==> src/rtl/smsdp_pkg.sv <==
// Shared types and constants for the SMS-DELIVER PDU parser.
package smsdp_pkg;

    // Result kinds
    localparam logic [2:0] KIND_SENDER  = 3'd0;
    localparam logic [2:0] KIND_PID     = 3'd1;
    localparam logic [2:0] KIND_DCS     = 3'd2;
    localparam logic [2:0] KIND_STAMP   = 3'd3;
    localparam logic [2:0] KIND_MSG     = 3'd4;
    localparam logic [2:0] KIND_ERROR   = 3'd5;

    // Coding schemes (low nibble of the coding scheme octet)
    localparam logic [3:0] MODE_GSM7    = 4'd0;
    localparam logic [3:0] MODE_8BIT    = 4'd4;
    localparam logic [3:0] MODE_UCS2    = 4'd8;

    // Character and field constants
    localparam logic [7:0]  ALPHA_MASK  = 8'hD0;
    localparam logic [3:0]  BCD_FILLER  = 4'hF;
    localparam logic [7:0]  CHAR_ZERO   = 8'd48;
    localparam logic [7:0]  CHAR_PLUS   = 8'd43;
    localparam logic [15:0] CHAR_SPACE  = 16'd32;
    localparam logic [6:0]  CHAR_DEL    = 7'd127;
    localparam logic [6:0]  GSM_CTRL_LIM = 7'd32;
    localparam logic [15:0] NARROW_LO   = 16'd20;
    localparam logic [15:0] NARROW_HI   = 16'd125;
    localparam logic [2:0]  STAMP_LAST  = 3'd6;

    // One result request
    typedef struct packed {
        logic [2:0]  kind;
        logic [15:0] value;
        logic [2:0]  idx;
        logic        done;
        logic        last;
    } t_result;

    // Results of one decoded octet: up to two, slot 0 first
    typedef struct packed {
        t_result     r0;
        t_result     r1;
        logic [1:0]  cnt;
    } t_dec_out;

endpackage

==> src/rtl/smsdp_decode.sv <==
// PDU walker: parse state and the per-octet decode logic.
module smsdp_decode (
    input  logic                  i_clk,
    input  logic                  i_rst_n,
    input  logic                  i_step,
    input  logic [7:0]            i_octet,
    input  logic                  i_start,
    input  logic                  i_wide,
    output smsdp_pkg::t_dec_out   o_dec
);
    import smsdp_pkg::*;

    typedef enum logic [11:0] {
        PH_SCA_LEN  = 12'h001,
        PH_SCA_SKIP = 12'h002,
        PH_FIRST    = 12'h004,
        PH_SND_LEN  = 12'h008,
        PH_SND_TYPE = 12'h010,
        PH_SND_ADDR = 12'h020,
        PH_PID      = 12'h040,
        PH_DCS      = 12'h080,
        PH_STAMP    = 12'h100,
        PH_UD_LEN   = 12'h200,
        PH_UD       = 12'h400,
        PH_IDLE     = 12'h800
    } t_phase;

    // GSM control codes show up as DEL
    function automatic logic [6:0] fix7(input logic [6:0] c);
        fix7 = (c < GSM_CTRL_LIM) ? CHAR_DEL : c;
    endfunction

    t_phase      r_phase, n_phase, ph;
    logic [7:0]  r_field, n_field;
    logic [2:0]  r_off, n_off;
    logic [6:0]  r_left, n_left;
    logic [7:0]  r_chars, n_chars;
    logic        r_alpha, n_alpha;
    logic        r_first, n_first;
    logic [3:0]  r_mode, n_mode;
    logic [7:0]  r_hbyte, n_hbyte;
    logic        r_hpend, n_hpend;
    logic [2:0]  r_stamp, n_stamp;

    // septet unpacker outputs
    logic [13:0] sep_sh;
    logic [6:0]  sep_c, sep_lo;
    logic [2:0]  sep_kind;
    logic        sep_msg;
    t_result     sep_r0, sep_r1;
    logic [1:0]  sep_cnt;
    logic [7:0]  sep_chars;
    logic [2:0]  sep_off;
    logic [6:0]  sep_left;

    t_result     res0, res1;
    logic [1:0]  cnt;
    logic [7:0]  snd_oct;
    logic [7:0]  stamp_val;
    logic [7:0]  field_dec;
    logic [15:0] code;
    logic        have;

    assign ph = i_start ? PH_SCA_LEN : r_phase;

    // Septet unpacking: one octet yields up to two 7-bit characters
    always_comb begin
        sep_sh    = {6'd0, i_octet} << r_off;
        sep_c     = sep_sh[6:0] | r_left;
        sep_lo    = sep_sh[13:7];
        sep_msg   = (ph == PH_UD);
        sep_kind  = sep_msg ? KIND_MSG : KIND_SENDER;
        sep_r0    = '0;
        sep_r1    = '0;
        sep_cnt   = 2'd0;
        sep_chars = r_chars;
        sep_off   = r_off + 3'd1;
        sep_left  = sep_lo;
        if (r_chars != 8'd0) begin
            sep_r0.kind  = sep_kind;
            sep_r0.value = {9'd0, fix7(sep_c)};
            sep_r0.done  = sep_msg && (r_chars == 8'd1);
            sep_cnt      = 2'd1;
            sep_chars    = r_chars - 8'd1;
        end
        if (r_off == 3'd6) begin
            if (r_chars >= 8'd2) begin
                sep_r1.kind  = sep_kind;
                sep_r1.value = {9'd0, fix7(sep_lo)};
                sep_r1.done  = sep_msg && (r_chars == 8'd2);
                sep_cnt      = 2'd2;
                sep_chars    = r_chars - 8'd2;
            end
            sep_off  = 3'd0;
            sep_left = 7'd0;
        end
    end

    // Per-octet parse step
    always_comb begin
        n_phase   = ph;
        n_field   = r_field;
        n_off     = r_off;
        n_left    = r_left;
        n_chars   = r_chars;
        n_alpha   = r_alpha;
        n_first   = r_first;
        n_mode    = r_mode;
        n_hbyte   = r_hbyte;
        n_hpend   = r_hpend;
        n_stamp   = r_stamp;
        res0      = '0;
        res1      = '0;
        cnt       = 2'd0;
        // octet count of the sender digits, rounded up
        snd_oct   = {1'b0, i_octet[7:1]} + {7'd0, i_octet[0]};
        stamp_val = {1'b0, i_octet[3:0], 3'd0} + {3'd0, i_octet[3:0], 1'b0}
                    + {4'd0, i_octet[7:4]};
        field_dec = r_field - 8'd1;
        code      = '0;
        have      = 1'b0;

        case (ph)
            PH_SCA_LEN: begin
                n_field = i_octet;
                n_phase = (i_octet == 8'd0) ? PH_FIRST : PH_SCA_SKIP;
            end
            PH_SCA_SKIP: begin
                n_field = field_dec;
                if (field_dec == 8'd0) n_phase = PH_FIRST;
            end
            PH_FIRST: begin
                n_phase = PH_SND_LEN;
            end
            PH_SND_LEN: begin
                n_field = snd_oct;
                n_chars = snd_oct;
                n_first = 1'b1;
                n_phase = PH_SND_TYPE;
            end
            PH_SND_TYPE: begin
                n_alpha = ((i_octet & ALPHA_MASK) == ALPHA_MASK);
                n_off   = 3'd0;
                n_left  = 7'd0;
                if (!n_alpha && r_first) begin
                    res0.kind  = KIND_SENDER;
                    res0.value = {8'd0, CHAR_PLUS};
                    cnt        = 2'd1;
                end
                n_first = 1'b0;
                n_phase = (r_field == 8'd0) ? PH_PID : PH_SND_ADDR;
            end
            PH_SND_ADDR: begin
                if (r_alpha) begin
                    res0    = sep_r0;
                    res1    = sep_r1;
                    cnt     = sep_cnt;
                    n_chars = sep_chars;
                    n_off   = sep_off;
                    n_left  = sep_left;
                end else begin
                    // swapped BCD: low nibble first, filler high nibble dropped
                    res0.kind  = KIND_SENDER;
                    res0.value = {8'd0, {4'd0, i_octet[3:0]} + CHAR_ZERO};
                    cnt        = 2'd1;
                    if (i_octet[7:4] != BCD_FILLER) begin
                        res1.kind  = KIND_SENDER;
                        res1.value = {8'd0, {4'd0, i_octet[7:4]} + CHAR_ZERO};
                        cnt        = 2'd2;
                    end
                end
                n_field = field_dec;
                if (field_dec == 8'd0) n_phase = PH_PID;
            end
            PH_PID: begin
                res0.kind  = KIND_PID;
                res0.value = {8'd0, i_octet};
                cnt        = 2'd1;
                n_phase    = PH_DCS;
            end
            PH_DCS: begin
                res0.kind  = KIND_DCS;
                res0.value = {8'd0, i_octet};
                cnt        = 2'd1;
                n_mode     = i_octet[3:0];
                n_stamp    = 3'd0;
                n_phase    = PH_STAMP;
            end
            PH_STAMP: begin
                res0.kind  = KIND_STAMP;
                res0.value = {8'd0, stamp_val};
                res0.idx   = r_stamp;
                cnt        = 2'd1;
                if (r_stamp >= STAMP_LAST) begin
                    n_stamp = 3'd0;
                    n_phase = PH_UD_LEN;
                end else begin
                    n_stamp = r_stamp + 3'd1;
                end
            end
            PH_UD_LEN: begin
                n_off   = 3'd0;
                n_left  = 7'd0;
                n_hpend = 1'b0;
                if (r_mode == MODE_GSM7) begin
                    n_chars = i_octet;
                    n_phase = (i_octet == 8'd0) ? PH_IDLE : PH_UD;
                end else if (r_mode == MODE_8BIT || r_mode == MODE_UCS2) begin
                    n_field = i_octet;
                    n_phase = (i_octet == 8'd0) ? PH_IDLE : PH_UD;
                end else begin
                    res0.kind  = KIND_ERROR;
                    res0.value = {12'd0, r_mode};
                    res0.done  = 1'b1;
                    cnt        = 2'd1;
                    n_phase    = PH_IDLE;
                end
            end
            PH_UD: begin
                if (r_mode == MODE_GSM7) begin
                    res0    = sep_r0;
                    res1    = sep_r1;
                    cnt     = sep_cnt;
                    n_chars = sep_chars;
                    n_off   = sep_off;
                    n_left  = sep_left;
                    if (sep_chars == 8'd0) n_phase = PH_IDLE;
                end else if (r_mode == MODE_8BIT) begin
                    n_field    = field_dec;
                    res0.kind  = KIND_MSG;
                    res0.value = {8'd0, i_octet};
                    res0.done  = (field_dec == 8'd0);
                    cnt        = 2'd1;
                    if (field_dec == 8'd0) n_phase = PH_IDLE;
                end else begin
                    // UCS-2: high byte first; a lone final octet gets low byte zero
                    n_field = field_dec;
                    if (!r_hpend) begin
                        n_hbyte = i_octet;
                        n_hpend = 1'b1;
                        if (field_dec == 8'd0) begin
                            code = {i_octet, 8'd0};
                            have = 1'b1;
                        end
                    end else begin
                        code    = {r_hbyte, i_octet};
                        n_hpend = 1'b0;
                        have    = 1'b1;
                    end
                    if (have) begin
                        if (!i_wide && (code < NARROW_LO || code > NARROW_HI))
                            code = CHAR_SPACE;
                        res0.kind  = KIND_MSG;
                        res0.value = code;
                        res0.done  = (field_dec == 8'd0);
                        cnt        = 2'd1;
                    end
                    if (field_dec == 8'd0) begin
                        n_hpend = 1'b0;
                        n_phase = PH_IDLE;
                    end
                end
            end
            PH_IDLE: begin
                n_phase = PH_IDLE;
            end
            default: begin
                n_phase = PH_IDLE;
            end
        endcase

        // mark the final result of this octet
        if (cnt == 2'd1) res0.last = 1'b1;
        if (cnt == 2'd2) res1.last = 1'b1;
    end

    assign o_dec.r0  = res0;
    assign o_dec.r1  = res1;
    assign o_dec.cnt = cnt;

    // Parse state
    always_ff @(posedge i_clk) begin
        if (!i_rst_n) begin
            r_phase <= PH_SCA_LEN;
            r_field <= 8'd0;
            r_off   <= 3'd0;
            r_left  <= 7'd0;
            r_chars <= 8'd0;
            r_alpha <= 1'b0;
            r_first <= 1'b1;
            r_mode  <= 4'd0;
            r_hbyte <= 8'd0;
            r_hpend <= 1'b0;
            r_stamp <= 3'd0;
        end else if (i_step) begin
            r_phase <= n_phase;
            r_field <= n_field;
            r_off   <= n_off;
            r_left  <= n_left;
            r_chars <= n_chars;
            r_alpha <= n_alpha;
            r_first <= n_first;
            r_mode  <= n_mode;
            r_hbyte <= n_hbyte;
            r_hpend <= n_hpend;
            r_stamp <= n_stamp;
        end
    end

endmodule

==> src/rtl/sms_deliver_pdu_parser.sv <==
// SMS-DELIVER PDU parser: input register, decode step and two-slot result register.
// Path: an accepted request waits in the input register until the result register can
//   take its results; the decode step is combinational and its results are registered.
// Throughput: one octet per cycle while the receiver keeps up; an octet with two results
//   holds the decode step until its second result is taken.
// Reset: synchronous, active low; parse restarts, wide_chars 0, all registers empty.
module sms_deliver_pdu_parser (
    input  logic        i_clk,
    input  logic        i_rst_n,
    // input octet stream
    input  logic        s_axis_tvalid,
    output logic        s_axis_tready,
    input  logic [7:0]  s_axis_tdata,   // [7:0] pdu_octet
    input  logic        s_axis_tuser,   // [0] pdu_start
    // result stream
    output logic        m_axis_tvalid,
    input  logic        m_axis_tready,
    output logic [23:0] m_axis_tdata,   // [15:0] item_value, [18:16] stamp_index,
                                        // [19] message_done, [23:20] zero
    output logic [2:0]  m_axis_tuser,   // [2:0] item_kind
    output logic        m_axis_tlast,   // last_of_run
    // configuration write: wide_chars
    input  logic        i_cfg_valid,
    output logic        o_cfg_ready,
    input  logic        i_cfg_data
);
    import smsdp_pkg::*;

    logic       r_wide;
    logic       r_in_valid;
    logic [7:0] r_in_octet;
    logic       r_in_start;
    t_result    r_res0, r_res1;
    logic [1:0] r_cnt;
    logic       r_head;

    t_dec_out   dec;
    t_result    cur;
    logic       can_load, advance, m_fire, s_fire;

    // Configuration register
    assign o_cfg_ready = 1'b1;
    always_ff @(posedge i_clk) begin
        if (!i_rst_n) begin
            r_wide <= 1'b0;
        end else if (i_cfg_valid) begin
            r_wide <= i_cfg_data;
        end
    end

    // Handshake control
    assign m_fire        = (r_cnt != 2'd0) && m_axis_tready;
    assign can_load      = (r_cnt == 2'd0) || ((r_cnt == 2'd1) && m_axis_tready);
    assign advance       = r_in_valid && can_load;
    assign s_axis_tready = !r_in_valid || advance;
    assign s_fire        = s_axis_tvalid && s_axis_tready;

    // Input register
    always_ff @(posedge i_clk) begin
        if (!i_rst_n) begin
            r_in_valid <= 1'b0;
        end else if (s_fire) begin
            r_in_valid <= 1'b1;
        end else if (advance) begin
            r_in_valid <= 1'b0;
        end
    end

    always_ff @(posedge i_clk) begin
        if (s_fire) begin
            r_in_octet <= s_axis_tdata;
            r_in_start <= s_axis_tuser;
        end
    end

    smsdp_decode u_decode (
        .i_clk   (i_clk),
        .i_rst_n (i_rst_n),
        .i_step  (advance),
        .i_octet (r_in_octet),
        .i_start (r_in_start),
        .i_wide  (r_wide),
        .o_dec   (dec)
    );

    // Result register: up to two results, drained in order
    always_ff @(posedge i_clk) begin
        if (!i_rst_n) begin
            r_cnt  <= 2'd0;
            r_head <= 1'b0;
        end else if (advance) begin
            r_cnt  <= dec.cnt;
            r_head <= 1'b0;
        end else if (m_fire) begin
            if (r_cnt == 2'd2) begin
                r_cnt  <= 2'd1;
                r_head <= 1'b1;
            end else begin
                r_cnt  <= 2'd0;
                r_head <= 1'b0;
            end
        end
    end

    always_ff @(posedge i_clk) begin
        if (advance) begin
            r_res0 <= dec.r0;
            r_res1 <= dec.r1;
        end
    end

    // Output mapping
    assign cur           = r_head ? r_res1 : r_res0;
    assign m_axis_tvalid = (r_cnt != 2'd0);
    assign m_axis_tdata  = {4'd0, cur.done, cur.idx, cur.value};
    assign m_axis_tuser  = cur.kind;
    assign m_axis_tlast  = cur.last;

`ifndef ASSERT_OFF
    // second slot is only ever presented alone
    a_head_single: assert property (@(posedge i_clk) disable iff (!i_rst_n)
        r_head |-> (r_cnt == 2'd1))
        else $error("second result slot presented with count not one");

    // a pair never has its first result marked last
    a_pair_order: assert property (@(posedge i_clk) disable iff (!i_rst_n)
        (r_cnt == 2'd2) |-> !r_res0.last)
        else $error("first of two results marked last");

    // end of message is always the last result of its octet
    a_done_last: assert property (@(posedge i_clk) disable iff (!i_rst_n)
        (m_axis_tvalid && m_axis_tdata[19]) |-> m_axis_tlast)
        else $error("message end not on last result of octet");
`endif

endmodule

==> config.mk <==
export PLATFORM = sky130hd
export DESIGN_NAME = sms_deliver_pdu_parser
export DESIGN_NICKNAME = d
export VERILOG_FILES = /design/src/rtl/smsdp_pkg.sv /design/src/rtl/smsdp_decode.sv /design/src/rtl/sms_deliver_pdu_parser.sv
export SDC_FILE = /design/constraint.sdc
export NUM_CORES = 1
export LEC_CHECK = 0
export ABC_CLOCK_PERIOD_IN_PS = 8000
export CORE_UTILIZATION = 55
export DETAILED_ROUTE_END_ITERATION = 16
export DONT_BUFFER_PORTS = 1
export PLACE_DENSITY = 0.78
export SYNTH_ARGS = -nofsm -noshare
export SYNTH_HDL_FRONTEND = slang
export SYNTH_HIERARCHICAL = 1
export SYNTH_SLANG_ARGS = --single-unit
==> constraint.sdc <==
create_clock -name i_clk -period 8 [get_ports i_clk]
set_input_delay 1.6 -clock i_clk [delete_from_list [all_inputs] [get_ports i_clk]]
set_output_delay 1.6 -clock i_clk [all_outputs]
set_load 0.02 [all_outputs]
After elaboration in Yosys (flattened, before gate mapping)
Cells that the tools add are included.
{"block": "totals", "mem_count": 0, "latchBits": 0, "word_cells": 223, "reg_bits": 118, "inputBits": 15, "out_inout_bits": 31, "romBits": 0, "ram_bits": 0}
{"block": "classes", "n_eq_ne": 29, "n_div": 0, "n_mul": 0, "order_cmp": 6, "bitwise": 5, "n_shift": 1, "add_sub_neg": 10, "reduce_logical": 44, "mux": 101}
{"op": "19-bit two-way mux", "count": 10}
{"op": "19-bit case mux with 7 select lines", "count": 1}
{"op": "12-bit case mux with 11 select lines", "count": 1}
{"op": "12-bit two-way mux", "count": 10}
{"op": "16-bit two-way mux", "count": 6}
{"op": "8-bit two-way mux", "count": 10}
{"op": "24-bit two-way mux", "count": 2}
{"op": "24-bit case mux with 2 select lines", "count": 1}
{"op": "7-bit two-way mux", "count": 6}
{"op": "8-bit case mux with 5 select lines", "count": 1}
{"op": "8-bit logical NOT", "count": 4}
{"op": "8-bit case mux with 4 select lines", "count": 1}
{"op": "1-bit two-way mux", "count": 26}
{"op": "2-bit two-way mux", "count": 11}
{"op": "7-bit case mux with 3 select lines", "count": 1}
{"op": "3-bit two-way mux", "count": 6}
{"op": "16-bit by 7-bit greater-than comparator with 1-bit output, second input constant", "count": 1}
{"op": "16-bit by 5-bit less-than comparator with 1-bit output, second input constant", "count": 1}
{"op": "8-bit by 1-bit subtractor with 8-bit output, second input constant", "count": 2}
{"op": "5-bit AND reduction", "count": 3}
{"op": "4-bit by 6-bit adder with 7-bit output, second input constant", "count": 2}
{"op": "7-bit by 6-bit less-than comparator with 1-bit output, second input constant", "count": 2}
{"op": "8-bit by 3-bit left shift with 14-bit output", "count": 1}
{"op": "12-bit by 1-bit == test with 1-bit output, second input constant", "count": 1}
{"op": "other kinds (49)", "count": 86}

Depth between registers and ports, before layout
{"block": "depth", "ltp_word": 15, "mapped_depth": 12, "depth_no_buf": 12}

By module
The synthesis kept the hierarchy.
{"module": "smsdp_decode", "cells_per_inst": 709, "n_inst": 1, "seq_area_each_um2": 1121.1, "area_per_inst_um2": 5177.5}
{"module": "sms_deliver_pdu_parser", "cells_per_inst": 118, "n_inst": 1, "seq_area_each_um2": 1811.7, "area_per_inst_um2": 2391.0}

Worst setup path after synthesis
OpenSTA, ideal clock, no wires.
{"block": "synth_path", "path_type": "input-to-reg", "start": "in m_axis_tready", "end": "reg u_decode.r_field[3]", "setup_ns": 0.079, "path_buffers": 1, "arrival_time_ns": 6.620, "setup_slack_ns": 1.300, "stages": 7, "t_required_ns": 7.921, "path_cell_list": "nor2b_4 nor3b_1 nand2_1 a211oi_4 buf_6 nor2_1 a211oi_2"}
{"block": "synth_between", "elab_chain_cells": 4}
{"element": "from (decl)", "line_no": "sms_deliver_pdu_parser.sv:17", "text": "input logic m_axis_tready,"}
{"element": "1-bit logical AND", "line_no": "sms_deliver_pdu_parser.sv:53", "text": "assign can_load = (r_cnt == 2'd0) || ((r_cnt == 2'd1) && m_axis_tready);"}
{"element": "1-bit logical OR", "line_no": "sms_deliver_pdu_parser.sv:53"}
{"element": "1-bit logical AND", "line_no": "sms_deliver_pdu_parser.sv:54", "text": "assign advance = r_in_valid && can_load;"}
{"element": "named net advance", "line_no": "sms_deliver_pdu_parser.sv:39", "text": "logic can_load, advance, m_fire, s_fire;"}
{"element": "5-bit AND reduction (no line)"}
{"element": "to (signal assigned)", "line_no": "smsdp_decode.sv:297", "text": "r_field <= n_field;"}
{"element": "to (decl)", "line_no": "smsdp_decode.sv:34", "text": "logic [7:0] r_field, n_field;"}
The timed path passes the listed nets, and every way through them passes these cells.
A chain may end at the register's enable or synchronous reset.

Worst setup path in the final report
{"block": "layout_path", "start": "in m_axis_tready", "end": "reg u_decode.r_off[2]"}
{"block": "layout_between", "elab_chain_cells": 4}
{"element": "1-bit logical AND", "line_no": "sms_deliver_pdu_parser.sv:53"}
{"element": "1-bit logical OR", "line_no": "sms_deliver_pdu_parser.sv:53"}
{"element": "1-bit logical AND", "line_no": "sms_deliver_pdu_parser.sv:54"}
{"element": "named net advance", "line_no": "sms_deliver_pdu_parser.sv:39"}
{"element": "4-bit AND reduction (no line)"}
{"element": "to (signal assigned)", "line_no": "smsdp_decode.sv:298", "text": "r_off <= n_off;"}
{"element": "to (decl)", "line_no": "smsdp_decode.sv:35", "text": "logic [2:0] r_off, n_off;"}
The timed path passes the listed nets, and every way through them passes these cells.

==> insert_results.sql <==
INSERT INTO impl_metrics (metric_group, metric, value, unit) VALUES
('synth', 'synth_ff_type', 'sky130_fd_sc_hd__dfxtp_1', ''),
('cts', 'clk_latency', '0.42', 'ns'),
('final_layout', 'nNetsFinal', '833', ''),
('sta', 'fin_setup_tns', '0', 'ns'),
('global_routing', 'grt_max_degree', '69', ''),
('cts', 'ctsRootBufferMaster', 'sky130_fd_sc_hd__clkbuf_16', ''),
('global_routing', 'number_of_global_route_vias_before_repair', '6061', ''),
('synth', 'number_of_synthesized_register_bits', '118', ''),
('pwr', 'totalPowerFinal', '1580', 'uW'),
('synth', 'netlist_area', '7570', 'um2'),
('global_routing', 'grt_first_pass_wirelength', '30.9', 'mm'),
('cts', 'worst_setup_hold_path_clk_slew', '0.05', 'ns'),
('cts', 'ctsHoldBuffers', '0', ''),
('cts', 'total_clock_sinks', '118', ''),
('floorplanning', 'die_h', '119', 'um'),
('synth', 'dominant_cells_by_area_after_synthesis', 'sky130_fd_sc_hd__edfxtp_1 23%, sky130_fd_sc_hd__dfxtp_1 16%, sky130_fd_sc_hd__nor2_1 4.6%', ''),
('final_layout', 'num_antenna_cells', '0', ''),
('sta', 'tightest_slew', '1.24', 'ns'),
('route', 'initialDrtViolationCount', '798', ''),
('setup_path', 'critPathArrivalTime', '4.00', 'ns'),
('global_routing', 'number_of_antenna_violations_at_the_first_check_in_global_routing', '0', ''),
('sta', 'rsz_0062_raised_after_global_routing', 'false', ''),
('route', 'drt_drc_violations_left', '0', ''),
('sta', 'achievable-frequency', '0.271', 'GHz'),
('sta', 'share_of_the_clock_period_used_by_the_worst_path', '46.1', '%'),
('setup_path', 'criticalPathCategory', 'in -> reg', ''),
('run_status', 'run_status', 'complete, no violations', ''),
('sta', 'timing.final.crit_period', '3.69', 'ns'),
('setup_path', 'cp-start-kind', 'primary input', ''),
('synth', 'synth.avg_cell_area', '9.15', 'um2'),
('placed_design', 'dpl.hpwl', '13.4', 'mm'),
('synth', 'synthesis.yosys.warnings', '6', ''),
('pwr', 'cellPowerDensity', '196', 'nW/um2'),
('cts', 'cts_inserted_buffers', '17', ''),
('route', 'wire_length_after_detailed_routing', '19.3', 'mm'),
('floorplanning', 'overall_die_area', '14200', 'um2'),
('run', 'cap_viol_max_count', '0', ''),
('synth', 'synth.distinct_cells', '86', ''),
('cts', 'cts_setup_buffers', '0', ''),
('final_layout', 'area_growth_syn_to_layout', '6.93', '%'),
('pwr', 'p_leak', '0.00314', 'uW'),
('sta', 'finalSetupViolCount', '0', ''),
('floorplanning', 'io-pin-count', '46', ''),
('floorplanning', 'floorplan.initialDensity', '56.7', '%'),
('floorplanning', 'rows', '42', ''),
('synth', 'synth-edff-count', '57', ''),
('synth', 'synthesis.instances', '827', ''),
('route', 'detail-route-antenna-nets', '0', ''),
('synth', 'synth_largest_type_area_fraction', '22.6', '%'),
('route', 'drt_pre_antenna_iters', '5', ''),
('sta', 'timing_hold_violations_final', '0', ''),
('cts', 'cts_tree', 'done', ''),
('setup_path', 'worst_ep_required_time', '8.32', 'ns'),
('sta', 'finalClockSkew', '0.00940', 'ns'),
('sta', 'timing.slew.headroom', '16.7', '%'),
('placed_design', 'place.port_buffers', '0', ''),
('synth', 'synth_seq_area_share', '38.8', '%'),
('cts', 'clock_tree.buffer_depth', '2', ''),
('route', 'detailroute.via_count', '6345', ''),
('final_layout', 'final.fill_count', '1136', ''),
('setup_path', 'timing.critical_path.fanout_max', '68', ''),
('floorplanning', 'die_width', '119', 'um'),
('worst_hold_path', 'tightest_hold_check_type', 'reg -> reg', ''),
('final_layout', 'most-common-layout-cells', '93 x sky130_fd_sc_hd__nor2_1, 78 x sky130_fd_sc_hd__nand2_1, 61 x sky130_fd_sc_hd__dfxtp_1', ''),
('route', 'routed_via_density', '6.44', ''),
('synth', 'synthArstFlopShare', '0', '%'),
('final_layout', 'final_common_cell', 'sky130_fd_sc_hd__nor2_1', ''),
('global_routing', 'overflow', '0', ''),
('final_layout', 'drive_gt1_share', '9.77', '%'),
('floorplanning', 'floorplan.core_area', '13300', 'um2'),
('route', 'routed_wire_length_per_instance', '19.6', 'um'),
('global_routing', 'gr-usage-all-layers', '28.3', '%'),
('placed_design', 'globalplace.congestion', '0.930', ''),
('setup_path', 'critPathCaptureType', 'flop', ''),
('cts', 'h_tree_levels', '4', ''),
('synth', 'post-synth-top-area-cell', 'sky130_fd_sc_hd__edfxtp_1', ''),
('cts', 'cts_resized', '0', ''),
('sta', 'timing_max_transition_violations_final', '0', ''),
('pwr', 'ir_drop', '0.164', 'mV');
synth_stat cells (17+ instances only):
| master | count |
|---|---|
| sky130_fd_sc_hd__ha_1 | 20 |
| sky130_fd_sc_hd__nor2_1 | 93 |
| sky130_fd_sc_hd__nand2_1 | 78 |
| sky130_fd_sc_hd__edfxtp_1 | 57 |
| sky130_fd_sc_hd__mux2_4 | 19 |
| sky130_fd_sc_hd__nor3_1 | 17 |
| sky130_fd_sc_hd__dfxtp_1 | 61 |
| sky130_fd_sc_hd__clkbuf_1 | 43 |
| sky130_fd_sc_hd__a21oi_1 | 56 |
| sky130_fd_sc_hd__o21ai_0 | 27 |
| sky130_fd_sc_hd__mux2i_1 | 34 |
| sky130_fd_sc_hd__buf_4 | 19 |
| sky130_fd_sc_hd__inv_1 | 26 |
registers in the layout, summed over array words and instances (netlist names), 4 cells and up:
name,count
u_decode/r_mode,4
r_in_octet,8
r_res0,24
u_decode/r_left,7
u_decode/r_hbyte,8
r_res1,24
u_decode/r_field,8
u_decode/r_phase,12
u_decode/r_chars,8
worst paths after layout:
path / startpoint / end / slack [ns] / cells past startpoint
setup / recovery: m_axis_tready / u_decode/r_off[2]$_SDFFE_PN0P_ / 4.31 / 7
hold / removal: u_decode/r_hbyte[2]$_SDFFE_PN0P_ / u_decode/r_hbyte[2]$_SDFFE_PN0P_ / 0.47 / 2
setup reg to reg: u_decode/r_phase[0]$_SDFFE_PN1P_ / u_decode/r_field[7]$_SDFFE_PN0P_ / 4.54 / 7
hold reg to reg: u_decode/r_hbyte[2]$_SDFFE_PN0P_ / u_decode/r_hbyte[2]$_SDFFE_PN0P_ / 0.47 / 2
worst max-delay path, cell delays in order:
cell and delay, ns:
sky130_fd_sc_hd__nor2b_4 0.03, sky130_fd_sc_hd__nor3b_2 0.14, sky130_fd_sc_hd__buf_4 0.66, sky130_fd_sc_hd__o211ai_1 0.22, sky130_fd_sc_hd__a31oi_1 0.94, sky130_fd_sc_hd__a21oi_1 0.16, sky130_fd_sc_hd__o21a_1 0.23
through the flow:
stage	hold WS, ns	setup slack, ns	area, um2	utilization (%)	cells
after floorplan	0.440	1.30	7630	-	843
after global placement	0.451	3.97	7490	56.1	953
after detailed placement	0.460	3.87	7490	56.1	953
after CTS	0.466	4.32	8090	60.6	985
after global routing	0.495	4.11	8090	60.6	985
final	0.474	4.31	8090	60.6	985
cells by family (layout without fill, tap and decap cells):
kind of cell / count (synthesis) / after routing / share of synthesized area (%)
flops: 118 / 118 / 38.8
fa+ha+maj: 22 / 22 / 3.84
other cells: 3 / 19 / 0.149
buf+inv: 101 / 67 / 6.84
xor+xnor: 24 / 24 / 2.78
mux: 60 / 60 / 9.31
compound gates: 199 / 199 / 18.4
simple gates: 300 / 300 / 19.9
report_power, final:
group | total, uW | internal, uW | switching [uW]
registers | 671 | 651 | 20.5
clock network | 781 | 516 | 265
logic | 131 | 49.9 | 80.7
total | 1580 | 1220 | 366
layer usage:
layer	GRT usage, %	routed length [um]	vias to the layer above
met1	33.3	7860	3085
met3	7.95	1330	64
li1	-	-	2905
met5	0	0	-
met4	13.9	674	0
met2	47.2	9480	291
cell type report:
class	count	area, um2	area share, %
Clock inverter	11	159	1.96
Tap cell	176	220	2.72
Multi-Input combinational cell	624	4180	51.7
Clock buffer	21	440	5.44
Inverter	28	105	1.30
Timing Repair Buffer	7	52.6	0.649
Sequential cell	118	2930	36.2
No activity file was read; power rests on OpenSTA's default activity.
